[src/rtl/core/stprs_pkg.sv]
// shared constants, types and state encoding for the segment tree block
// no dependencies; imported by every module of the block
`default_nettype none

package stprs_pkg;

  localparam int LEAVES = 1024;
  localparam int IDX_W  = 10;
  localparam int VAL_W  = 32;
  localparam int SUM_W  = 64;
  localparam int ADDR_W = $clog2(2 * LEAVES);
  localparam int CNT_W  = ADDR_W + 1;

  localparam logic CMD_UPDATE = 1'b0;
  localparam logic CMD_QUERY  = 1'b1;

  typedef logic [ADDR_W-1:0] addr_t;
  typedef logic [CNT_W-1:0]  cnt_t;
  typedef logic [SUM_W-1:0]  sum_t;

  typedef enum logic [2:0] {
    ST_CLEAR,
    ST_IDLE,
    ST_UPD_STEP,
    ST_QRY_STEP,
    ST_QRY_DONE
  } state_t;

  typedef struct packed {
    logic clr_step;
    logic upd_start;
    logic upd_step;
    logic qry_start;
    logic qry_step;
    logic out_load;
  } dp_cmd_t;

  typedef struct packed {
    logic clr_done;
    logic pos_ok;
    logic upd_last;
    logic qry_busy;
  } dp_stat_t;

endpackage

`default_nettype wire

[src/rtl/core/stprs_ctrl.sv]
// controller: state machine sequencing clear, update and query walks
// depends on stprs_pkg; drives the datapath through dp_cmd_t
`default_nettype none

module stprs_ctrl (
  input  wire logic            clk,
  input  wire logic            rst_n,
  input  wire logic            in_valid,
  input  wire logic            in_cmd,
  output logic                 in_ready,
  input  wire logic            out_ready,
  output logic                 out_valid,
  output stprs_pkg::dp_cmd_t   cmd,
  input  wire stprs_pkg::dp_stat_t stat
);
  import stprs_pkg::*;

  state_t state_r, state_nxt;
  logic   out_valid_r, out_valid_nxt;
  logic   out_free;

  assign out_free  = !out_valid_r || out_ready;
  assign out_valid = out_valid_r;

  // next state
  always_comb begin
    state_nxt = state_r;
    case (state_r)
      ST_CLEAR: begin
        if (stat.clr_done) state_nxt = ST_IDLE;
      end
      ST_IDLE: begin
        if (in_valid) begin
          if (in_cmd == CMD_QUERY) begin
            state_nxt = ST_QRY_STEP;
          end else if (stat.pos_ok) begin
            state_nxt = ST_UPD_STEP;
          end
        end
      end
      ST_UPD_STEP: begin
        if (stat.upd_last) state_nxt = ST_IDLE;
      end
      ST_QRY_STEP: begin
        if (!stat.qry_busy) state_nxt = ST_QRY_DONE;
      end
      ST_QRY_DONE: begin
        if (out_free) state_nxt = ST_IDLE;
      end
      default: state_nxt = ST_CLEAR;
    endcase
  end

  // outputs
  always_comb begin
    cmd      = '0;
    in_ready = 1'b0;
    case (state_r)
      ST_CLEAR: begin
        cmd.clr_step = 1'b1;
      end
      ST_IDLE: begin
        in_ready      = 1'b1;
        cmd.upd_start = in_valid && (in_cmd == CMD_UPDATE);
        cmd.qry_start = in_valid && (in_cmd == CMD_QUERY);
      end
      ST_UPD_STEP: begin
        cmd.upd_step = 1'b1;
      end
      ST_QRY_STEP: begin
        cmd.qry_step = 1'b1;
      end
      ST_QRY_DONE: begin
        cmd.out_load = out_free;
      end
      default: begin
        cmd = '0;
      end
    endcase
  end

  always_comb begin
    out_valid_nxt = out_valid_r;
    if (out_valid_r && out_ready) out_valid_nxt = 1'b0;
    if (cmd.out_load)             out_valid_nxt = 1'b1;
  end

  always_ff @(posedge clk) begin
    if (!rst_n) begin
      state_r     <= ST_CLEAR;
      out_valid_r <= 1'b0;
    end else begin
      state_r     <= state_nxt;
      out_valid_r <= out_valid_nxt;
    end
  end

  // a result is only loaded when the output register is free
  a_load_free: assert property (@(posedge clk) disable iff (!rst_n)
    cmd.out_load |-> (!out_valid_r || out_ready))
    else $error("result loaded over a pending item");

  // a new result only ever comes from a load
  a_valid_from_load: assert property (@(posedge clk) disable iff (!rst_n)
    $rose(out_valid_r) |-> $past(cmd.out_load))
    else $error("result valid without a load");

  // at most one datapath operation per cycle
  a_one_op: assert property (@(posedge clk) disable iff (!rst_n)
    $onehot0({cmd.clr_step, cmd.upd_start, cmd.upd_step,
              cmd.qry_start, cmd.qry_step, cmd.out_load}))
    else $error("conflicting datapath commands");

  // the query walk has finished once the result is due
  a_walk_done: assert property (@(posedge clk) disable iff (!rst_n)
    (state_r == ST_QRY_DONE) |-> !stat.qry_busy)
    else $error("query walk still running at result time");

endmodule

`default_nettype wire
[config.mk]
export PLATFORM = sky130hd
export DESIGN_NAME = stprs_ctrl
export DESIGN_NICKNAME = d
export VERILOG_FILES = /design/src/rtl/core/stprs_pkg.sv /design/src/rtl/core/stprs_ctrl.sv
export SDC_FILE = /design/constraint.sdc
export NUM_CORES = 1
export LEC_CHECK = 0
export ABC_CLOCK_PERIOD_IN_PS = 2500
export BUFFER_PORTS_ARGS = -buffer_cell sky130_fd_sc_hd__buf_2
export CORE_AREA = 2 2 39 41
export CTS_CLUSTER_DIAMETER = 60
export CTS_CLUSTER_SIZE = 30
export DETAILED_ROUTE_END_ITERATION = 16
export DIE_AREA = 0 0 41 43
export SLEW_MARGIN = 0
export SYNTH_ARGS = -nofsm -noshare
export SYNTH_HDL_FRONTEND = slang
export SYNTH_SLANG_ARGS = --single-unit
[constraint.sdc]
create_clock -name clk -period 2.5 [get_ports clk]
set_input_delay 0.125 -clock clk [delete_from_list [all_inputs] [get_ports clk]]
set_output_delay 0.125 -clock clk [all_outputs]
set_load 0.005 [all_outputs]
==> results of run 1 <==
cells by family (layout without fill, tap and decap cells):
family | Yosys count | count (layout) | synth area share
simple gates | 22 | 22 | 0.419
compound gates | 10 | 10 | 0.218
buf+inv | 5 | 20 | 0.105
flops | 4 | 4 | 0.258
cells in the final DEF (no fill, tap or decap), drive strengths merged, types with 2 or more instances in the layout:
| cell type | instances |
|---|---|
| o21ai | 4 |
| nand2 | 5 |
| clkbuf | 3 |
| nor2b | 4 |
| dfxtp | 4 |
| nor2 | 5 |
| nor3b | 3 |
| buf | 16 |
| a21oi | 2 |
per-layer routing:
layer  vias to the layer above  global-route usage  wire, um
li1                        171                   -         -
met4                         0              0.0400         0
met5                         -                   0         0
met3                         0              0.0942        80
met1                       141               0.106       313
met2                        14               0.113       272
worst max path at each step:
stage	slack (ns)	depth (start not counted)	endpoint	start
2_1_floorplan	1.35	5	state_r[0]	state_r[1]
3_3_place_gp	1.21	4	state_r[0]	state_r[1]
3_5_place_dp	1.22	4	state_r[0]	state_r[1]
4_1_cts	1.07	3	cmd[2]	state_r[0]
5_1_grt	0.94	4	cmd[4]	state_r[0]
6_report	1.08	3	cmd[2]	state_r[0]
where the power goes:
part,internal (mW),total (mW),switching [mW]
Sequential,0.0696,0.0833,0.0137
Clock,0.0540,0.0846,0.0307
Combinational,0.0367,0.0653,0.0286
state kept, by name (all words and copies together) (netlist names):
signal / count
out_valid: 1
state_r: 3
metrics by stage:
step | total power [mW] | hold WS (ns) | area (sq um) | instances | worst slack, ns
after detailed placement | 0.150 | 0.402 | 382 | 69 | 1.22
after CTS | 0.237 | 0.157 | 404 | 72 | 1.07
after global routing | 0.255 | 0.158 | 404 | 72 | 0.937
after global placement | 0.150 | 0.409 | 382 | 69 | 1.21
final | 0.233 | 0.162 | 404 | 72 | 1.08
after floorplan | 0.133 | 0.281 | 310 | 41 | 1.35
layout make-up:
class | count | area [sq um]
Timing Repair Buffer | 16 | 80.1
Inverter | 1 | 3.75
Clock buffer | 3 | 22.5
Fill cell | 154 | 980
Tap cell | 16 | 20.0
Sequential cell | 4 | 80.1
Multi-Input combinational cell | 32 | 198
==> summary by stage, run 1 <==
Synth
After technology mapping, the gate count stands at 41. The Yosys step of the flow raised 0 warnings. By area the synthesized netlist is led by sky130_fd_sc_hd__dfxtp_1 26%, sky130_fd_sc_hd__nor2b_1 8.1%, sky130_fd_sc_hd__nor2_1 6.0%. Counting instances in the post-synthesis netlist gives the leading cell types as 5 x sky130_fd_sc_hd__nor2_1, 4 x sky130_fd_sc_hd__dfxtp_1, 4 x sky130_fd_sc_hd__nand2_1, 4 x sky130_fd_sc_hd__nor2b_1, 3 x sky130_fd_sc_hd__o21ai_0. In the post-synthesis netlist, the cell with the most instances is sky130_fd_sc_hd__nor2_1. The netlist uses 23 different library cells. The async set-reset flop share out of synthesis is 0. The synthesized design contains 0 enable-type register cells. The post-synthesis sequential element count is 4. The biggest area contributor in the post-synthesis netlist is sky130_fd_sc_hd__dfxtp_1. The net count of the mapped netlist is 50. The most used flip-flop cell after synthesis is sky130_fd_sc_hd__dfxtp_1.

A synthesized cell averages 7.57 sq um. Of the post-synthesis cell area, the dominant cell type holds 0.258. The register area share after synthesis is 0.258.

Summing every instance area after synthesis gives 310 sq um.

Setup path
Traced cell by cell, the critical path runs through nor3b_4, and3_1, buf_2. The worst setup path is captured at a primary output. The worst-path cell with the longest stage delay is sky130_fd_sc_hd__dfxtp_1. The worst register-to-register path has a setup slack of 1.21 ns. The required arrival time at the worst endpoint is 2.38 ns. For the worst setup path, the data arrival time is 1.30 ns.

Counting cells, the worst reg-to-reg path comes to 4. The class of the most critical setup path is flip-flop to primary output. The end of the worst register-to-register path is state_r[0]. In this design, the stage delay of the slowest critical-path cell is 0.47 ns. The worst setup path is launched from a flip-flop. In this run the worst path has a maximum fanout of 11. The cell family contributing the most delay on the critical path is flip-flops. The startpoint identified for the worst register-to-register timing path is state_r[1]. The count of buffer and inverter cells on the critical path is 1.

Route
The routed design has 666 um of wire. Before antenna repair, the detailed router went through 4 iterations. The routed via count is 326. In this run the remaining antenna-violating nets after routing total 0. The total DRC errors in the routed layout is 0.

The final routed wire length divided by cell count is 9.25 um. In this run, the number of DRC markers left after iteration 0 of detailed routing was 9. The post-detailed-route via-to-cell ratio is 4.53.

Floorplanning
The full die area is 0.00176 sq mm. The die boundary height is 43 um. Pin placement for this block handled 17 I/O pins.

The site row count is 14. The floorplan core area is 0.00138 sq mm. From left edge to right edge, the die measures 41 um. The starting utilization of the core area is 0.224.

Global routing
The combined global-route utilization of all metal layers is 0.0934. Summed over all layers, the global routing overflow is 0. The first global-routing pass estimated 1.01 mm of wire. The via count of the first global-routing pass is 251. The number of antenna violations at the first check in global routing is 0.

The maximum number of pins on one net before global-route repair is 12.

Clock tree
Clock tree synthesis inserted a total of 3 buffers. The root buffer cell is sky130_fd_sc_hd__clkbuf_4. CTS saw 4 sinks.

After clock tree synthesis, the clock-pin slew on the worst setup and hold paths is 0.04 ns. In this run, post-CTS hold repair placed 0 buffers. The clock reaches the later pin of the worst-skew pair after 0.24 ns. The TritonCTS clock tree is yes. In this run the number of H-tree levels came out at 1. No sink is reached through more buffers than the 2 on the longest clock path. The number of gates given a new drive strength after cts is 0. Once the clock tree was built, the setup fixing pass inserted 0 buffers.

Run status
The flow ran to the end, and the final reports show no timing, DRC or antenna violations.

Layout
The count of nets after finishing is 67. The antenna diode count is 0. The area growth from synthesis to layout is 30.2%.

The fraction of the core area covered by cells at the end of the flow is 0.292. In the final layout, the share of cells above drive strength 1 is 0.393.

Placement
The final weighted congestion in routability-driven placement is 0.722. The estimated wirelength of the detail-placed design is 496 um. The number of buffer cells added on primary ports is 16.

Run
The tool flagged a number of max-cap violations equal to 0.

Timing
The hold violation total from the final report was 0. The final clock period utilization by the worst path is 0.568. The clock period minus final worst setup slack is 1.42 ns. The worst-margin pin slew is 0.382 ns.

The clock tree skew after final layout is 0.00640 ns. The top achievable clock speed is 0.704 GHz. The setup TNS after final layout is 0 ns. Setup violations remaining at the end of the flow were counted as 0. Setup repair after global routing left no endpoint under its margin. The final-report max-slew violation count is 0. In this run the tightest slew margin relative to its limit is 0.745.

Worst hold path
The kind of path behind the tightest hold check is input pin to flip-flop. The worst hold path begins at rst_n. The end point of the worst hold path is state_r[1]. The worst hold path cell count is 2.

Pwr
The power density over the cells is 577 mW/mm^2. The worst-case IR drop observed on VDD is 0.279 mV. For this design the static power due to leakage is 0.198 nW.
No activity file was read; power rests on OpenSTA's default activity.
==> run 2: changes to the inputs <==
- ABC_CLOCK_PERIOD_IN_PS: 2500 -> 1200
- clock period: 2.5 -> 1.2 ns (I/O delays scaled with it)
==> summary by stage, run 2 (same netlist as run 1, synthesis figures left out) <==
Placement
Detailed placement finished with a half-perimeter wire length of 569 um. The number of buffer cells added on primary ports is 16. Before CTS, the worst setup slack after placement is 0.0123 ns. The number of instances in the placed design is 76. Routability-driven placement finished with a final weighted congestion of 0.790. The instance area at placement is 434 sq um.

Pwr
The fraction of power consumed by the clock network is 0.301. Of the total power, the share spent switching nets is 0.298. The share of power burned in combinational logic is 0.387. The power after layout is 535 uW. IR analysis of the VDD net gives a maximum drop of 0.479 mV. Summed over all cells, the static leakage comes to 0.251 nW.

Dividing total power by cell area gives a power density of 1070 mW/mm^2. The share of total power dissipated in sequential elements is 0.312. The internal power component is 376 uW. Summed over all nets, the switching power comes to 160 uW.

Timing
The final clock period utilization by the worst path is 0.971. The worst-margin pin slew is 0.355 ns. Setup repair after global routing could not meet its margin everywhere.

The hold violation total from the final report is 0. The final-report max-slew violation count is 0. Setup violations remaining at the end of the flow were counted as 0.

On the final layout, the worst clock skew is 0.00252 ns. The final hold slack is 0.103 ns. The worst max-slew margin expressed relative to the limit is 0.761.

The setup TNS after final layout is 0 ns. The top achievable clock speed is 0.858 GHz. The smallest setup slack after layout is 0.0348 ns.

The clock period minus final worst setup slack is 1.17 ns.

Layout
Counting flops per register, the top entry is state_r. The final non-filler cell total is 80. The proportion of layout cells with a drive suffix above 1 is 0.563. 0 antenna diodes ended up in the layout. The area growth from synthesis to layout is 61.3%. Leaving out fill and tap cells, the most frequent cell in the layout is sky130_fd_sc_hd__buf_2. The fraction of the core area covered by cells at the end of the flow is 0.362.

The finished cells cover 500 sq um. After the last flow step, the layout net total stands at 75. In the layout the commonest cells are 16 x sky130_fd_sc_hd__buf_2, 7 x sky130_fd_sc_hd__buf_4, 5 x sky130_fd_sc_hd__nor2_1. The number of flip-flops in the largest register is 3.

Run status
The run finished with clean final reports.

Setup path
The kind of capture point of the worst setup path is a flip-flop. The maximum fanout encountered on the critical timing path is 7. By startpoint and endpoint, the worst setup path is classified as flip-flop to flip-flop. STA classifies the critical path startpoint as a flip-flop.

The required arrival time at the worst endpoint is 1.30 ns. At the worst endpoint, the arrival time is 1.26 ns.

Global routing
In the global route stage, overall resource usage came out at 0.103. The via count of the first global-routing pass is 317. The total overflow left after global routing is 0.

The maximum number of pins on one net before global-route repair is 9. The number of antenna violations at the first check in global routing was 0. The first global-routing pass estimated 1.21 mm of wire.

Route
In the routed layout, each cell is associated on average with a via count of 4.53. Wires add up to 769 um. The final antenna-violating net count is 0. The count of TritonRoute iterations in the first routing pass is 2. The routed via count is 362.

Dividing the detail-routed wire length by the instance count gives 9.61 um. The total DRC errors in the routed layout is 0. The first routing iteration left 5 violations.

Worst hold path
The kind of path behind the tightest hold check is input pin to flip-flop.

Floorplanning
The starting utilization of the core area is 0.224. The die covers 0.00176 sq mm. The I/O pin count is 17.

The die is 43 um tall. The floorplan core area is 0.00138 sq mm. The site row count is 14. The chip width is 41 um.

Clock tree
Clock tree synthesis found a total of 4 sinks. At the later pin of the worst-skew pair, clock insertion delay measures 0.23 ns. In this run the number of H-tree levels came out at 1. After clock tree synthesis, the flow added hold-fix buffers numbering 0. Clock-pin slew was measured on the worst setup and hold paths at 0.03 ns. The clock passes through at most 2 buffers. TritonCTS built the clock tree. The cell sitting at the root of the clock tree is a sky130_fd_sc_hd__clkbuf_4. The number of clock buffers inserted by TritonCTS is 3.

Run
Across the run, the number of max-cap violations was 0.
run 2: layout make-up:
| type | count | area, sq um |
|---|---|---|
| clock buffers | 3 | 22.5 |
| fillers | 151 | 883 |
| inverters | 1 | 3.75 |
| multi-input cells | 32 | 219 |
| flip-flops and latches | 4 | 91.3 |
| well taps | 16 | 20.0 |
| repair buffers | 24 | 144 |
run 2: repair_timing:
action | 4_1_cts | 5_1_grt
pin swaps | 1 | 2
endpoints found under the setup margin | 6 | 5
gates resized for setup | 5 | 6
buffers inserted | 2 | 0
run 2: metal layers:
metal  share of wire  track usage
met5               0            0
met4           0.027       0.0800
met3           0.075       0.0157
met2            0.47        0.150
met1            0.42        0.126
run 2: path summary, 6_finish.rpt:
| check | startpoint | to | slack [ns] | cells after the start |
|---|---|---|---|---|
| setup / recovery | state_r[1] | state_r[0] | 0.03 | 4 |
| hold / removal | rst_n | state_r[1] | 0.10 | 2 |
| setup reg to reg | state_r[1] | state_r[0] | 0.03 | 4 |
| hold reg to reg | state_r[2] | state_r[1] | 0.60 | 2 |
run 2: power groups by stage:
stage	clock (mW)	combinational, mW	sequential, mW
2_1_floorplan	0	0.124	0.152
3_3_place_gp	0	0.182	0.166
3_5_place_dp	0	0.182	0.166
4_1_cts	0.174	0.185	0.165
5_1_grt	0.178	0.230	0.169
6_report	0.161	0.207	0.167
run 2: worst max-delay path, cell delays in order (launching register included):
cell                       delay (ns)
sky130_fd_sc_hd__dfxtp_4         0.36
sky130_fd_sc_hd__buf_6           0.13
sky130_fd_sc_hd__a211o_1         0.28
sky130_fd_sc_hd__a31oi_2         0.20
sky130_fd_sc_hd__a311oi_2        0.07
==> run 3: changes to the inputs <==
- CTS_BUF_LIST: unset -> sky130_fd_sc_hd__clkbuf_16
- PLACE_DENSITY: unset -> 0.46
==> summary by stage, run 3 (same netlist as run 1, synthesis figures left out) <==
Layout
The register with the most flip-flops in the layout has 3 of them. The proportion of layout cells with a drive suffix above 1 is 0.531. The register with the most flip-flops is state_r. From synthesis to final layout, the design area changed by 71.8%. In the layout the commonest cells are 16 x sky130_fd_sc_hd__buf_2, 8 x sky130_fd_sc_hd__buf_4, 5 x sky130_fd_sc_hd__nor2_1. The fraction of the core area covered by cells at the end of the flow is 0.385.

After the flow finishes, the layout carries non-filler instances totaling 80. The count of nets after finishing is 75. The finished cells cover 533 sq um. The layout has 149 filler cells. The library cell used most frequently in the layout, excluding fill and tap cells, is sky130_fd_sc_hd__buf_2. The number of antenna diodes in the final layout is 0.

Placement
The estimated wirelength of the detail-placed design is 585 um. In this run the cell area measured after placement is 419 sq um. In this run the tool buffered the top-level ports with 16 buffer cells. The final weighted congestion in routability-driven placement is 0.689.

Counting tap cells, the placed design contains a total of 74 instances.

Route
The final layout contains routed wiring with a total length of 768 um. The final antenna-violating net count is 0. After detailed routing, the number of remaining DRC violations is 0. The routed layout has 368 vias. After detailed routing, the number of vias per cell comes to 4.60.

After detailed routing, the average wire length per cell comes to 9.60 um. The pre-antenna-repair detailed-routing pass consisted of 2 iterations. The iteration-0 DRC count of the detailed router is 5.

Worst hold path
The worst hold path passes through 2 cells. The kind of path behind the tightest hold check is input pin to flip-flop. The path with the worst hold slack has its endpoint at state_r[1]. The startpoint identified for the worst hold timing path is rst_n.

Timing
The final-report max-slew violation count is 0. Setup repair after global routing could not meet its margin everywhere. In the finished design, the share of the clock period the worst path needs comes to 0.974.

The hold violation total from the final report is 0. The clock arrives with 0.00361 ns of skew. For the pin with the worst max-slew slack, the measured transition is 0.205 ns. Static timing analysis puts the maximum clock frequency at 0.856 GHz.

Setup violations remaining at the end of the flow were counted as 0. The worst max-slew margin expressed relative to the limit is 0.862. Hold timing on the final database bottoms out at a slack of 0.102 ns. The clock period minus final worst setup slack is 1.17 ns.

Setup path
The class of the most critical setup path is flip-flop to primary output. Across all register-to-register paths, the minimum setup slack is 0.03 ns. The endpoint identified for the worst register-to-register timing path is state_r[0]. The required arrival time at the worst endpoint is 1.14 ns.

The worst-path cell with the longest stage delay is sky130_fd_sc_hd__dfxtp_4. The number of cells on the worst reg-to-reg path is 5. Of all nets on the critical path, the largest fanout is 5. The critical path startpoint category is a flip-flop.

The startpoint of the lowest-slack register-to-register path is state_r[0]. STA classifies the critical path endpoint as a primary output. Data on the critical path arrives at its endpoint at 1.11 ns. Walking the worst path, the cells encountered are buf_4, nor2_1, nand2_1, nor2_1, buf_2. The count of buffer and inverter cells on the critical path is 2. For this run, the slowest stage of the critical path takes 0.34 ns. The cell family contributing the most delay on the critical path is flip-flops. Counting stages on the worst path, the most repeated cell is sky130_fd_sc_hd__nor2_1.

Pwr
For this design the ratio of total power to cell area is 1620 mW/mm^2. VDD sags by at most 1.07 mV. The analysis attributes to cell leakage a power of 0.265 nW.

Floorplanning
Pin placement for this block handled 17 I/O pins. The starting utilization of the core area is 0.224. The site row count is 14. From left edge to right edge, the die measures 41 um.

The die is 43 um tall. The full die area is 0.00176 sq mm. The floorplan core area is 0.00138 sq mm.

Clock tree
CTS saw 4 sinks. The clock network latency to the later pin of the worst-skew pair is 0.22 ns. In this run the deepest clock path goes through 2 buffers. CTS built an H-tree with a depth of 1.

The number of clock buffers added by TritonCTS is 3. The clock transition at the registers of the reported paths is 0.03 ns. TritonCTS built the clock tree. Clock tree synthesis selected as its root buffer the cell sky130_fd_sc_hd__clkbuf_16.

Global routing
Across every metal layer, demand over resource in global routing totals 0.102. The number of antenna violations at the first check in global routing is 0. The via count of the first global-routing pass came to 291. The maximum number of pins on one net before global-route repair is 12. The final global-route overflow total is 0. The first global-routing pass estimated 1.13 mm of wire.

Run
Across the run, the number of max-cap violations was 0.

Run status
The run finished with clean final reports.
[run 3: cell counts in the layout (fill, tap and decap cells not counted)]
No cell type changed its count.
[run 3: through the flow]
stage	worst slack [ns]	power (mW)	setup TNS [ns]
global placement	0.0234	0.340	0
detailed placement	0.00507	0.339	0
CTS	0.00907	0.850	0
floorplan	0.0535	0.276	0
global route	-0.0520	0.914	-0.113
finish	0.0316	0.865	0
[run 3: repair_timing]
action	in CTS	in global routing
endpoints found under the hold margin	0	0
buffers inserted	0	4
endpoints found under the setup margin	5	4
resized for setup	4	3
hold buffers	0	0
gates cloned	0	0
pin swaps	1	2
[run 3: cell type report]
class                      count  area [sq um]  share of cell area
timing repair buffer          24           140               0.263
multi-input combinational     32           203               0.380
sequential                     4          91.3               0.171
tap                           16          20.0              0.0376
clock buffer                   3          75.1               0.141
inverter                       1          3.75             0.00704
[run 3: routing by layer]
metal	vias to the layer above	GRT usage	wire [um]
met5	-	0	0
met4	0	0.0200	0
met3	0	0.0942	67
met2	16	0.134	346
met1	165	0.122	354
li1	187	-	-
[run 3: how the worst max path moves through the flow]
stage,end,depth (start not counted),from
after CTS,cmd[2],3,state_r[2]
final,cmd[0],5,state_r[0]
after global routing,cmd[2],3,state_r[1]
after detailed placement,state_r[0],4,state_r[1]
after floorplan,state_r[0],5,state_r[1]
after global placement,state_r[1],4,state_r[2]
[run 3: power breakdown]
group | total, mW | internal (mW) | switching, mW
logic | 0.187 | 0.105 | 0.0815
clock network | 0.514 | 0.425 | 0.0888
registers | 0.164 | 0.147 | 0.0169
